$ cat config.mk
export PLATFORM = sky130hd
export DESIGN_NAME = earliest_free_server_assign
export DESIGN_NICKNAME = d
export VERILOG_FILES = /design/src/design/efsa_pkg.sv /design/src/design/efsa_table.sv /design/src/design/efsa_scan.sv /design/src/design/earliest_free_server_assign.sv
export SDC_FILE = /design/constraint.sdc
export NUM_CORES = 1
export LEC_CHECK = 0
export BUFFER_PORTS_ARGS = -buffer_cell sky130_fd_sc_hd__buf_4
export CORE_ASPECT_RATIO = 1.2
export CORE_MARGIN = 2
export CORE_UTILIZATION = 55
export CTS_BUF_LIST = sky130_fd_sc_hd__clkbuf_8
export CTS_CLUSTER_DIAMETER = 100
export DETAILED_ROUTE_END_ITERATION = 10
export PLACE_DENSITY = 0.79
export SLEW_MARGIN = 20
export SYNTH_ARGS = -nofsm -noshare
export SYNTH_HDL_FRONTEND = slang
export SYNTH_SLANG_ARGS = --single-unit
$ cat constraint.sdc
create_clock -name clk -period 36.7 [get_ports clk]
set_input_delay 5.505 -clock clk [delete_from_list [all_inputs] [get_ports clk]]
set_output_delay 5.505 -clock clk [all_outputs]
set_load 0.005 [all_outputs]
$ cat src/design/efsa_pkg.sv
package efsa_pkg;

    localparam int MAX_SERVERS = 16;
    localparam int TIME_BITS   = 32;
    localparam int SVC_BITS    = 16;
    localparam int CFG_BITS    = 5;
    localparam int IDX_BITS    = (MAX_SERVERS > 1) ? $clog2(MAX_SERVERS) : 1;

    localparam logic ACT_SCHEDULE = 1'b0;
    localparam logic ACT_CLEAR    = 1'b1;

    typedef struct packed {
        logic                 action;
        logic [TIME_BITS-1:0] arrival_time;
        logic [SVC_BITS-1:0]  service_time;
    } req_t;

    typedef struct packed {
        logic [IDX_BITS-1:0]  server_index;
        logic [TIME_BITS-1:0] wait_time;
        logic [TIME_BITS-1:0] start_time;
        logic [TIME_BITS-1:0] departure_time;
    } rsp_t;

    // Write port of the free-time table.
    typedef struct packed {
        logic                 en;
        logic [IDX_BITS-1:0]  idx;
        logic [TIME_BITS-1:0] data;
    } tbl_wr_t;

endpackage

$ cat src/design/efsa_table.sv
module efsa_table
    import efsa_pkg::*;
(
    input  logic                 clk,
    input  logic                 rst_n,
    input  logic                 clr,
    input  tbl_wr_t              wr,
    input  logic [IDX_BITS-1:0]  rd_idx,
    output logic [TIME_BITS-1:0] rd_data
);

    logic [TIME_BITS-1:0] free_time_reg [MAX_SERVERS];

    always_ff @(posedge clk or negedge rst_n)
    begin
        if (!rst_n)
        begin
            for (int i = 0; i < MAX_SERVERS; i++)
            begin
                free_time_reg[i] <= '0;
            end
        end
        else if (clr)
        begin
            for (int i = 0; i < MAX_SERVERS; i++)
            begin
                free_time_reg[i] <= '0;
            end
        end
        else if (wr.en)
        begin
            free_time_reg[wr.idx] <= wr.data;
        end
    end

    assign rd_data = free_time_reg[rd_idx];

endmodule

$ cat src/design/efsa_scan.sv
module efsa_scan
    import efsa_pkg::*;
(
    input  logic                 clk,
    input  logic                 rst_n,
    input  logic                 start,
    input  req_t                 req,
    input  logic [CFG_BITS-1:0]  count,
    input  logic [TIME_BITS-1:0] rd_data,
    output logic                 busy,
    output logic [IDX_BITS-1:0]  rd_idx,
    output tbl_wr_t              wr,
    output logic                 clr,
    output logic                 done,
    output rsp_t                 rsp
);

    typedef enum logic [3:0] {
        ST_IDLE = 4'b0001,
        ST_SCAN = 4'b0010,
        ST_CALC = 4'b0100,
        ST_ADD  = 4'b1000
    } state_t;

    localparam logic [CFG_BITS-1:0] MAX_CNT = CFG_BITS'(MAX_SERVERS);

    state_t               state_reg, state_next;
    logic [IDX_BITS-1:0]  idx_reg, idx_next;
    logic [IDX_BITS-1:0]  last_reg, last_next;
    logic [TIME_BITS-1:0] best_reg, best_next;
    logic [IDX_BITS-1:0]  best_idx_reg, best_idx_next;
    logic [TIME_BITS-1:0] arr_reg, arr_next;
    logic [SVC_BITS-1:0]  svc_reg, svc_next;
    logic [TIME_BITS-1:0] start_reg, start_next;
    logic [TIME_BITS-1:0] wait_reg, wait_next;
    rsp_t                 rsp_reg, rsp_next;
    logic                 done_reg, done_next;

    logic                 accept;
    logic [CFG_BITS-1:0]  cnt_clamped;
    logic [TIME_BITS:0]   sum;
    logic [TIME_BITS-1:0] depart;

    assign accept = start && (state_reg == ST_IDLE);
    assign busy   = (state_reg != ST_IDLE);
    assign clr    = accept && (req.action == ACT_CLEAR);
    assign rd_idx = idx_reg;
    assign done   = done_reg;
    assign rsp    = rsp_reg;

    // A count of zero still scans server 0; anything above the table size scans all.
    always_comb
    begin
        if (count == '0)
        begin
            cnt_clamped = CFG_BITS'(1);
        end
        else if (count > MAX_CNT)
        begin
            cnt_clamped = MAX_CNT;
        end
        else
        begin
            cnt_clamped = count;
        end
    end

    assign sum    = {1'b0, start_reg} + (TIME_BITS + 1)'(svc_reg);
    assign depart = sum[TIME_BITS] ? {TIME_BITS{1'b1}} : sum[TIME_BITS-1:0];

    always_comb
    begin
        state_next    = state_reg;
        idx_next      = idx_reg;
        last_next     = last_reg;
        best_next     = best_reg;
        best_idx_next = best_idx_reg;
        arr_next      = arr_reg;
        svc_next      = svc_reg;
        start_next    = start_reg;
        wait_next     = wait_reg;
        rsp_next      = rsp_reg;
        done_next     = 1'b0;
        wr.en         = 1'b0;
        wr.idx        = best_idx_reg;
        wr.data       = depart;

        case (state_reg)
            ST_IDLE:
            begin
                if (accept && (req.action == ACT_SCHEDULE))
                begin
                    arr_next   = req.arrival_time;
                    svc_next   = req.service_time;
                    idx_next   = '0;
                    last_next  = IDX_BITS'(cnt_clamped - CFG_BITS'(1));
                    state_next = ST_SCAN;
                end
            end
            ST_SCAN:
            begin
                // Strict less-than keeps the lowest index on ties.
                if ((idx_reg == '0) || (rd_data < best_reg))
                begin
                    best_next     = rd_data;
                    best_idx_next = idx_reg;
                end
                if (idx_reg == last_reg)
                begin
                    state_next = ST_CALC;
                end
                else
                begin
                    idx_next = idx_reg + IDX_BITS'(1);
                end
            end
            ST_CALC:
            begin
                if (arr_reg >= best_reg)
                begin
                    start_next = arr_reg;
                    wait_next  = '0;
                end
                else
                begin
                    start_next = best_reg;
                    wait_next  = best_reg - arr_reg;
                end
                state_next = ST_ADD;
            end
            ST_ADD:
            begin
                wr.en                   = 1'b1;
                rsp_next.server_index   = best_idx_reg;
                rsp_next.wait_time      = wait_reg;
                rsp_next.start_time     = start_reg;
                rsp_next.departure_time = depart;
                done_next               = 1'b1;
                state_next              = ST_IDLE;
            end
            default:
            begin
                state_next = ST_IDLE;
            end
        endcase
    end

    always_ff @(posedge clk or negedge rst_n)
    begin
        if (!rst_n)
        begin
            state_reg <= ST_IDLE;
            done_reg  <= 1'b0;
        end
        else
        begin
            state_reg <= state_next;
            done_reg  <= done_next;
        end
    end

    always_ff @(posedge clk)
    begin
        idx_reg      <= idx_next;
        last_reg     <= last_next;
        best_reg     <= best_next;
        best_idx_reg <= best_idx_next;
        arr_reg      <= arr_next;
        svc_reg      <= svc_next;
        start_reg    <= start_next;
        wait_reg     <= wait_next;
        rsp_reg      <= rsp_next;
    end

    a_done_after_add: assert property (@(posedge clk) disable iff (!rst_n)
        done_reg |-> $past(state_reg == ST_ADD))
        else $error("result strobe without a completed schedule");

    a_wait_consistent: assert property (@(posedge clk) disable iff (!rst_n)
        done_reg |-> (rsp_reg.start_time - arr_reg == rsp_reg.wait_time))
        else $error("wait does not match start minus arrival");

    a_depart_not_early: assert property (@(posedge clk) disable iff (!rst_n)
        done_reg |-> (rsp_reg.departure_time >= rsp_reg.start_time))
        else $error("departure earlier than start");

    a_index_in_range: assert property (@(posedge clk) disable iff (!rst_n)
        done_reg |-> (rsp_reg.server_index <= last_reg))
        else $error("chosen server outside the scanned range");

    a_scan_bounded: assert property (@(posedge clk) disable iff (!rst_n)
        (state_reg == ST_SCAN) |-> (idx_reg <= last_reg))
        else $error("scan index ran past the last server");

endmodule

$ cat src/design/earliest_free_server_assign.sv
// Earliest-free-server assignment.
// A request is taken on a rising edge where start is high and busy is low.
// With action = schedule, the block scans the free times of the servers in
// use, one server per cycle through a single comparator, picks the earliest
// (lowest index on ties), and then reports server, wait, start and departure.
// The departure, saturated at the largest time, is written back as that
// server's new free time.
// A schedule request scans the N servers in use, N being the clamped
// servers_in_use (1..16), then passes the calc and add states before the
// done strobe. The next request can be accepted in the cycle the strobe
// is shown; none is taken while one is in flight.
// A clear request zeroes every free time at the accepting edge, gives no
// result and leaves busy low. Reset zeroes all free times and sets
// servers_in_use to one. done marks each result on rsp, high for a single
// cycle; rsp holds it to the next result; the receiver cannot stall it. cfg_we
// writes servers_in_use; the user must keep to idle, the block does not enforce it.
module earliest_free_server_assign
    import efsa_pkg::*;
(
    input  logic                clk,
    input  logic                rst_n,
    input  logic                start,
    output logic                busy,
    input  req_t                req,
    input  logic                cfg_we,
    input  logic [CFG_BITS-1:0] cfg_wdata,
    output logic                done,
    output rsp_t                rsp
);

    logic [CFG_BITS-1:0]  servers_in_use_reg;
    logic [TIME_BITS-1:0] rd_data;
    logic [IDX_BITS-1:0]  rd_idx;
    tbl_wr_t              wr;
    logic                 clr;

    always_ff @(posedge clk or negedge rst_n)
    begin
        if (!rst_n)
        begin
            servers_in_use_reg <= CFG_BITS'(1);
        end
        else if (cfg_we)
        begin
            servers_in_use_reg <= cfg_wdata;
        end
    end

    efsa_table u_table (
        .clk     (clk),
        .rst_n   (rst_n),
        .clr     (clr),
        .wr      (wr),
        .rd_idx  (rd_idx),
        .rd_data (rd_data)
    );

    efsa_scan u_scan (
        .clk     (clk),
        .rst_n   (rst_n),
        .start   (start),
        .req     (req),
        .count   (servers_in_use_reg),
        .rd_data (rd_data),
        .busy    (busy),
        .rd_idx  (rd_idx),
        .wr      (wr),
        .clr     (clr),
        .done    (done),
        .rsp     (rsp)
    );

endmodule
# Word-level counts from Yosys, hierarchy flattened
# Index checks and enable logic that the tools add are counted.
[totals] elab_cells=85 n_memories=0 ramBits=0 output_inout_bits=102 mem_bits_ro=0 in_bits=58 latchBits=0 ff_bits=778
[classes] mux=19 n_reduce_logical=13 n_mul=0 addsub=4 n_eq_ne=9 n_div=0 magnitude_cmp=6 bitwise_logic=3 n_shift=0
[op_table] op="2-to-1 mux 512 bit" n=2
[op_table] op="bitwise mux 512 bit" n=1
[op_table] op="2-to-1 mux 32 bit" n=5
[op_table] op="binary-select mux 32 bit (select 4 bit)" n=1
[op_table] op="demux 32 bit (select 4 bit)" n=1
[op_table] op="adder 32 x 16 -> 33 bit" n=1
[op_table] op=">= comparator 32 bit" n=1
[op_table] op="less-than comparator 32 bit" n=1
[op_table] op="subtractor 32 bit" n=1
[op_table] op="2-to-1 mux 4 bit" n=6
[op_table] op="case mux 4 bit (3 select lines)" n=1
[op_table] op=">= comparator 5 bit (second input constant)" n=2
[op_table] op="inverter 4 -> 5 bit" n=2
[op_table] op="case mux 4 bit (2 select lines)" n=1
[op_table] op="AND reduction 2 bit" n=3
[op_table] op="greater-than comparator 5 bit (second input constant)" n=1
[op_table] op="zero test 5 bit" n=1
[op_table] op="less-than comparator 5 x 1 -> 1 bit (second input constant)" n=1
[op_table] op="adder 4 x 1 -> 4 bit (second input constant)" n=1
[op_table] op="== test 4 x 1 -> 1 bit (second input constant)" n=1
[op_table] op="== test 4 x 2 -> 1 bit (second input constant)" n=1
[op_table] op="== test 4 x 3 -> 1 bit (second input constant)" n=1
[op_table] op="== test 4 bit" n=1
[op_table] op="== test 4 bit (second input constant)" n=1
[op_table] op="11 further kinds" n=16

# Depth between registers and ports, before layout
# Gate-level depths: netlist of the first run.
[depth] word_depth=8 depth_mapped=17 ltp_nobuf=13

# By module
# A second synthesis of the first run with hierarchy kept.
[unflattened] cells_unflattened=3657 area_unflattened_um2=38231.7
[by_module_without_submodules] mod="efsa_table" seq_area_each_um2=12812.3 cells_per_inst=2680 instances=1 area_each_um2=25728.4
[by_module_without_submodules] mod="efsa_scan" seq_area_each_um2=7813.7 cells_per_inst=967 instances=1 area_each_um2=12320.6
[by_module_without_submodules] mod="earliest_free_server_assign" seq_area_each_um2=126.4 cells_per_inst=10 instances=1 area_each_um2=182.7

# Worst setup path before layout of the first run
# No wires, ideal clock.
[synth_path] path_kind="register to register" start="reg u_scan.state_reg[1]" end="reg u_table.free_time_reg[122] in the netlist's numbering" setup_slack_ns=23.417 t_required_ns=36.560 setup_ns=0.140 path_stages_with_launch=7 arrival_time_ns=13.143 period_less_slack_ns=13.283 path_buffers=1 path_cell_list="dfrtp_1 -> nor4b_1 -> nor3b_2 -> nand3_1 -> clkbuf_1 -> nand3_1 -> o21ai_0"
[synth_between] elab_cells_between_ends=7 classes_between="2 x eq/ne; 2 x mux; 3 x reduce/logical"
[synth_lines] element="start, declared" line_no="efsa_scan.sv:27" rtl="state_t state_reg, state_next;"
[synth_lines] element="start signal, assigned" line_no="efsa_scan.sv:157" rtl="state_reg <= state_next;"
[synth_lines] element="== test 4 bit"
[synth_lines] element="2-to-1 mux 1 bit"
[synth_lines] element="named net u_scan.done_next" line_no="efsa_scan.sv:37" rtl="logic done_reg, done_next;"
[synth_lines] element="nonzero test 2 bit (no line)"
[synth_lines] element="end signal, assigned by index" line_no="efsa_table.sv:32" rtl="free_time_reg[wr.idx] <= wr.data;"
[synth_lines] element="end, declared" line_no="efsa_table.sv:12" rtl="logic [TIME_BITS-1:0] free_time_reg [MAX_SERVERS];"
# The timed path passes the listed nets, and every way through them passes these cells.
# A chain may end at the register's enable or synchronous reset.

# Worst setup path after layout of the first run
[layout_path] start="in req[48] in the netlist's numbering" end="reg u_table.free_time_reg[220] in the netlist's numbering"
[layout_between] elab_chain_len=2 elab_cells_between_ends=3 classes_between="1 x mux; 2 x reduce/logical"
[layout_rtl] element="start, declared" line_no="earliest_free_server_assign.sv:24" rtl="input req_t req,"
[layout_rtl] element="logical AND 1 bit (*)" line_no="efsa_scan.sv:46" rtl="assign clr = accept && (req.action == ACT_CLEAR);"
[layout_rtl] element="2-to-1 mux 512 bit or nonzero test 2 bit (tied branches)"
# Mark *: on every way between the ends. The rest lies on a longest branch, timed or not.

==> impl_metrics.toml, run 1 <==
[final_layout]
largest_reg_flops = 512
drive_gt1_frac = 0.158
stdcell_area_sq_um = 40000
final_nets = 3372
syn_to_final_growth_pct = 12.2
post-route-util = 0.621
instances_no_fill = 4163

[yosys]
yosysWarningCount = 0
synth_top_cell_by_area = "dfrtp_1"
synth-seq-cells = 778
ys_seq_area_frac = 0.583
syn_area_sq_um = 35600
synth.most_common_cell = "nand3_1"
synth_cell_types = 80
synth_top_cell_area_share = 0.365
synth_flop_cell = "dfrtp_1"
synthArstFlopShare = 0.671
syn_avg_cell_area_sq_um = 11.3
syn_inst = 3165
synth_edf_count = 256
synth_nets = 3307
synth_common_cells = "nand3_1 (532), dfrtp_1 (520), o21ai_0 (516)"
synth_area_leaders = "dfrtp_1 (37%), edfxtp_1 (22%), nand3_1 (7.5%)"

[worst_setup_path]
critPathSlowestCell = "buf_4"
regToRegSetupSlack_ns = 30.26
worstRegToRegCells = 14
crit_path_max_incr_delay_ns = 0.85
worstPathArrival_ns = 9.09
critPathCaptureType = "flop"
cp_max_fo = 96
crit_top_cell = "buf_4"
cp.required_ns = 37.33
worst_setup_path_start_kind = "primary input"
worstSetupPathType = "primary input to flop"
cp_cell_sequence = "buf_4, nand3_4, buf_4, buf_4, buf_4, nand3_1, o21ai_0"

[cts]
clock-sinks = 778
cts_resized = 0
clock_latency_ns = 0.74
cts_hold_buf = 0
cts_tree = "built"
cts_root_buffer = "clkbuf_8"
path_clk_slew_ns = 0.06
cts_inserted_buffers = 118
cts_max_level = 3
cts_setup_buffers = 0
cts.path.max_buffers = 3

[routing]
drt_pass1_iterations = 6
detail_route.vias_per_cell = 6.28
drt-met1-wl_um = 37400
drcViolationCount = 0
wl_met3_um = 7040
met2_length_um = 43500
wl_per_cell_um = 21.9
top_layer_used = "met5"
drt_iter0_markers = 2749
wirelength_um = 91300
dr_total_vias = 26200
antenna_left = 0

[grt]
grt_pass1_vias = 25600
globalRouteTotalUtil = 0.274
grt_pass1_wl_um = 143000
antenna_found_initial = 4
grt_max_degree = 181
grt_overflow_total = 0

[place]
dpl_worst_slack_ns = 27.63
dp.cells = 3941
placed_area_sq_um = 37300
routabilityCongestion = 0.869
io_buffers = 159
dp_hpwl_um = 54600

[die]
start_util = 0.554
die_h_um = 283
pin_count = 160
fp-row-count = 102
dieWidth_um = 236
die_area_sq_um = 66800
coreArea_sq_um = 64300

[power_and_ir_drop]
irDropWorstVdd_uv = 28.5
power.density_nw_per_um2 = 45.6
p_leak_nw = 17.1
p_total_mw = 1.82

[status]
outcome = "completed"

[min_path]
hold_class = "flop to flop"
hold_path_depth = 0

[timing]
fin_worst_skew_ns = 0.0362
worst_pin_slew_ns = 1.11
fmax_mhz = 118
relSlewSlack = 0.260
finalCritPeriodShare = 0.231
finalHoldViolCount = 0
whs_ns = 0.406
tns_ns = 0
rsz0062_at_grt = "no"
slew_violations = 0
fin_ws_ns = 28.23
fin_crit_ns = 8.47
setup_viol_count_final = 0

[run]
cap_viol_max_count = 0
==> critical path, delay by kind of cell <==
kind | cells | cell delay [ns]
AO/OA/AOI/OAI | 1 | 0.13
buffers and inverters | 4 | 2.65
AND/OR/NAND/NOR | 2 | 0.61
==> cell usage in the layout, fill, tap and decap left out, types with 14 or more instances in the layout <==
cell type,n
nor2_1,55
dfrtp_1,520
ha_1,82
a221oi_1,65
mux4_2,64
inv_1,137
a21o_1,28
a21oi_1,41
nand2_1,70
nor2_2,20
edfxtp_1,256
o21ai_0,516
nor3_1,17
xnor2_1,32
nand3_1,527
a22oi_1,32
mux2i_1,132
clkbuf_8,152
clkinv_2,14
xor2_1,15
buf_4,205
o21ai_1,126
==> where the power goes <==
group	switching, mW	leakage, nW	internal [mW]
logic	0.0983	6.06	0.0415
clock network	0.340	1.46	0.434
registers	0.00453	9.61	0.905
total	0.443	17.1	1.38
==> layout make-up <==
cell class / instances / area, sq um
Timing Repair Buffer: 208 / 1590
Antenna cell: 1 / 2.50
Inverter: 108 / 405
Clock inverter: 68 / 524
Fill cell: 5019 / 24300
Multi-Input combinational cell: 2016 / 13600
Clock buffer: 152 / 2090
Tap cell: 832 / 1040
Sequential cell: 778 / 20800
==> metal layers <==
layer,global-route usage,up-vias
met5,0,-
met4,0.123,2
met1,0.366,12900
met3,0.0459,224
met2,0.445,1119
li1,-,11900
==> kinds of logic (layout without fill, tap and decap cells) <==
group | count (synthesis) | in the layout | synth area share
buf+inv | 371 | 536 | 0.0410
simple gates | 799 | 799 | 0.113
other cells | 0 | 1 | 0
xor+xnor | 47 | 47 | 0.0116
flops | 778 | 778 | 0.583
fa+ha+maj | 84 | 84 | 0.0299
compound gates | 883 | 883 | 0.142
mux | 203 | 203 | 0.0798
==> path summary, 6_finish.rpt <==
kind,startpoint,to
worst max register to register,u_scan.rd_idx[0],u_scan.best_reg[26]
worst min register to register,u_scan.wait_reg[24],u_scan.rsp[88]
min in group asynchronous,rst_n,u_table.free_time_reg[294]
max in group asynchronous,rst_n,u_table.free_time_reg[511]
worst max-delay path,req[48],u_table.free_time_reg[220]
worst min-delay path,u_scan.wait_reg[24],u_scan.rsp[88]
Note: power is estimated with default switching activity, not from simulation.
==> run 2, diff against run 1 <==
- ABC_AREA: not set -> 1
- clock period: 36.7 -> 8.1 ns (I/O delays scaled with it)
==> run 2 against run 1 <==
- sequential share of layout area rose by 0.35 points
- clock skew fell by 0.0077 ns
- wire length rose by 11%
- hold slack improved by 0.0025 ns
- synthesized cell count rose by 18%
- critical endpoint is now u_scan.best_reg[7]
- largest cell class unchanged
- largest power group unchanged
- highest routed layer is now met4
==> impl_metrics.toml, run 2 <==
[die]
dieWidth_um = 236
coreArea_sq_um = 64300
die_area_sq_um = 66900
fp-row-count = 102
die_h_um = 283
pin_count = 160
start_util = 0.554

[yosys]
syn_inst = 3745
synth_area_leaders = "dfrtp_1 (36%), edfxtp_1 (22%), nand2_1 (10%)"
synth_common_cells = "nand2_1 (956), dfrtp_1 (520), o21ai_0 (411)"
synth_edf_count = 256
syn_avg_cell_area_sq_um = 9.52
synth_nets = 3887
synth.most_common_cell = "nand2_1"
synth_top_cell_by_area = "dfrtp_1"
synth-seq-cells = 778
synth_cell_types = 62
yosysWarningCount = 0
synthArstFlopShare = 0.671
ys_seq_area_frac = 0.582
synth_flop_cell = "dfrtp_1"
syn_area_sq_um = 35700
synth_top_cell_area_share = 0.365

[timing]
slew_violations = 0
setup_viol_count_final = 0
worst_pin_slew_ns = 1.20
fin_crit_ns = 5.59
tns_ns = 0
rsz0062_at_grt = "no"
fmax_mhz = 179
fin_worst_skew_ns = 0.0285
finalCritPeriodShare = 0.690
relSlewSlack = 0.200
finalHoldViolCount = 0

[worst_setup_path]
worstSetupPathType = "flop to flop"
cp_cell_sequence = "inv_6, buf_4, buf_4, a21oi_1, o21ai_0, nand3_1, o2111ai_1, nand2_1, ha_1, a21oi_1, nor2_1, a211oi_1, nand2_1, nand2_1, nand2_1, nand2_1, nand2_1, a21oi_4, buf_16"
cp_top_family = "buffers and inverters"
crit_path_max_incr_delay_ns = 0.68
critPathSlowestCell = "buf_4"
worstPathArrival_ns = 6.01
cp_max_fo = 127
worst_setup_path_start_kind = "flop"
critPathBufInv = 4
crit_top_cell = "nand2_1"
critPathCaptureType = "flop"
cp.required_ns = 8.52

[routing]
dr_total_vias = 28900
drt_pass1_iterations = 8
met2_length_um = 48500
drt-met1-wl_um = 39100
top_layer_used = "met4"
antenna_left = 0
drt_iter0_markers = 3201
detail_route.vias_per_cell = 6.05
wl_per_cell_um = 21.2
drcViolationCount = 0
wl_met3_um = 9490
wirelength_um = 101000

[status]
outcome = "completed"

[final_layout]
fillerInstances = 5209
drive_gt1_frac = 0.110
largest_reg_flops = 512
final_cell_mix = "nand2_1 (955), dfrtp_1 (520), o21ai_0 (411)"
final_nets = 3984
instances_no_fill = 4774
final_common_cell = "nand2_1"
syn_to_final_growth_pct = 11.4

[cts]
path_clk_slew_ns = 0.07
cts_max_level = 3
clock_latency_ns = 0.74
cts_hold_buf = 0
cts_resized = 0
clock-sinks = 778
cts.path.max_buffers = 3
cts_setup_buffers = 0
cts_root_buffer = "clkbuf_8"
cts_tree = "built"
cts_inserted_buffers = 114

[place]
io_buffers = 159
routabilityCongestion = 0.966
dp_hpwl_um = 64400
dp.cells = 4557

[power_and_ir_drop]
irDropWorstVdd_uv = 158
p_leak_nw = 18.3
power.density_nw_per_um2 = 237

[grt]
antenna_found_initial = 1
grt_pass1_vias = 28600
grt_overflow_total = 0
globalRouteTotalUtil = 0.301
grt_pass1_wl_um = 159000
grt_max_degree = 191

[min_path]
hold_class = "flop to flop"

[run]
cap_viol_max_count = 0
==> run 2: cell count changes in the layout (fill, tap and decap cells not counted), moves of 33 or more <==
cell      change
nand2_1     +885
nand3_1     -416
inv_1       +193
a21oi_1     +162
mux2i_1     -132
nor2_1      +132
a22o_1      +128
o21ai_1     -122
o22ai_1     +114
o21ai_0     -105
mux4_2       -64
a221oi_1     -43
nand4_1      +33
==> run 2: path summary, 6_finish.rpt <==
path | depth (start not counted) | from | endpoint | slack (ns)
min in group asynchronous | 1 | rst_n | u_table.free_time_reg[104] | 0.57
max in group asynchronous | 2 | rst_n | u_table.free_time_reg[407] | 6.04
hold reg to reg | 0 | u_scan.wait_reg[26] | u_scan.rsp[90] | 0.41
setup / recovery | 19 | u_scan.rd_idx[0] | u_scan.best_reg[7] | 2.51
hold / removal | 0 | u_scan.wait_reg[26] | u_scan.rsp[90] | 0.41
setup reg to reg | 19 | u_scan.rd_idx[0] | u_scan.best_reg[7] | 2.51
==> run 2: per-layer routing <==
| metal | vias up | global-route usage |
|---|---|---|
| li1 | 13000 | - |
| met5 | - | 0 |
| met2 | 1639 | 0.488 |
| met1 | 13900 | 0.389 |
| met4 | 0 | 0.149 |
| met3 | 298 | 0.0599 |
==> run 2: report_power, final <==
part / switching, mW / total (mW) / internal, mW / leakage, nW
clock: 1.54 / 3.19 / 1.66 / 1.37
sequential: 0.0522 / 4.25 / 4.20 / 9.61
combinational: 1.43 / 1.95 / 0.521 / 7.31
total: 3.02 / 9.39 / 6.37 / 18.3
==> run 2: stage by stage <==
stage / worst slack (ns) / util / hold WS, ns / area [sq um] / total power, mW
finish: 2.51 / 0.617 / 0.408 / 39700 / 9.39
global route: 2.25 / 0.617 / 0.424 / 39700 / 9.75
CTS: 2.46 / 0.617 / 0.411 / 39700 / 9.36
detailed placement: 2.66 / 0.581 / 0.405 / 37300 / 6.20
global placement: 2.76 / 0.581 / 0.400 / 37300 / 6.16
floorplan: 2.85 / - / 0.400 / 35700 / 5.54
==> run 2: kinds of logic (layout without fill, tap and decap cells) <==
group,Yosys count,in the layout,share of synthesized area
DFF,778,778,0.582
xor gates and xnor gates,27,27,0.00663
muxes,4,4,0.00126
and+or+nand+nor,1369,1369,0.160
adders and majority gates,84,84,0.0299
other,0,1,0
AOI/OAI and AO/OA,961,961,0.162
buffers and inverters,522,718,0.0583
==> run 2: final cells by class <==
cell class                      count  area, sq um  area share
Tap cell                          832         1040      0.0262
Clock buffer                      136         1870      0.0471
Sequential cell                   778        20800       0.523
Antenna cell                        1         2.50   0.0000630
Multi-Input combinational cell   2445        12900       0.324
Clock inverter                     79          453      0.0114
Inverter                          304         1150      0.0289
Timing Repair Buffer              199         1560      0.0393
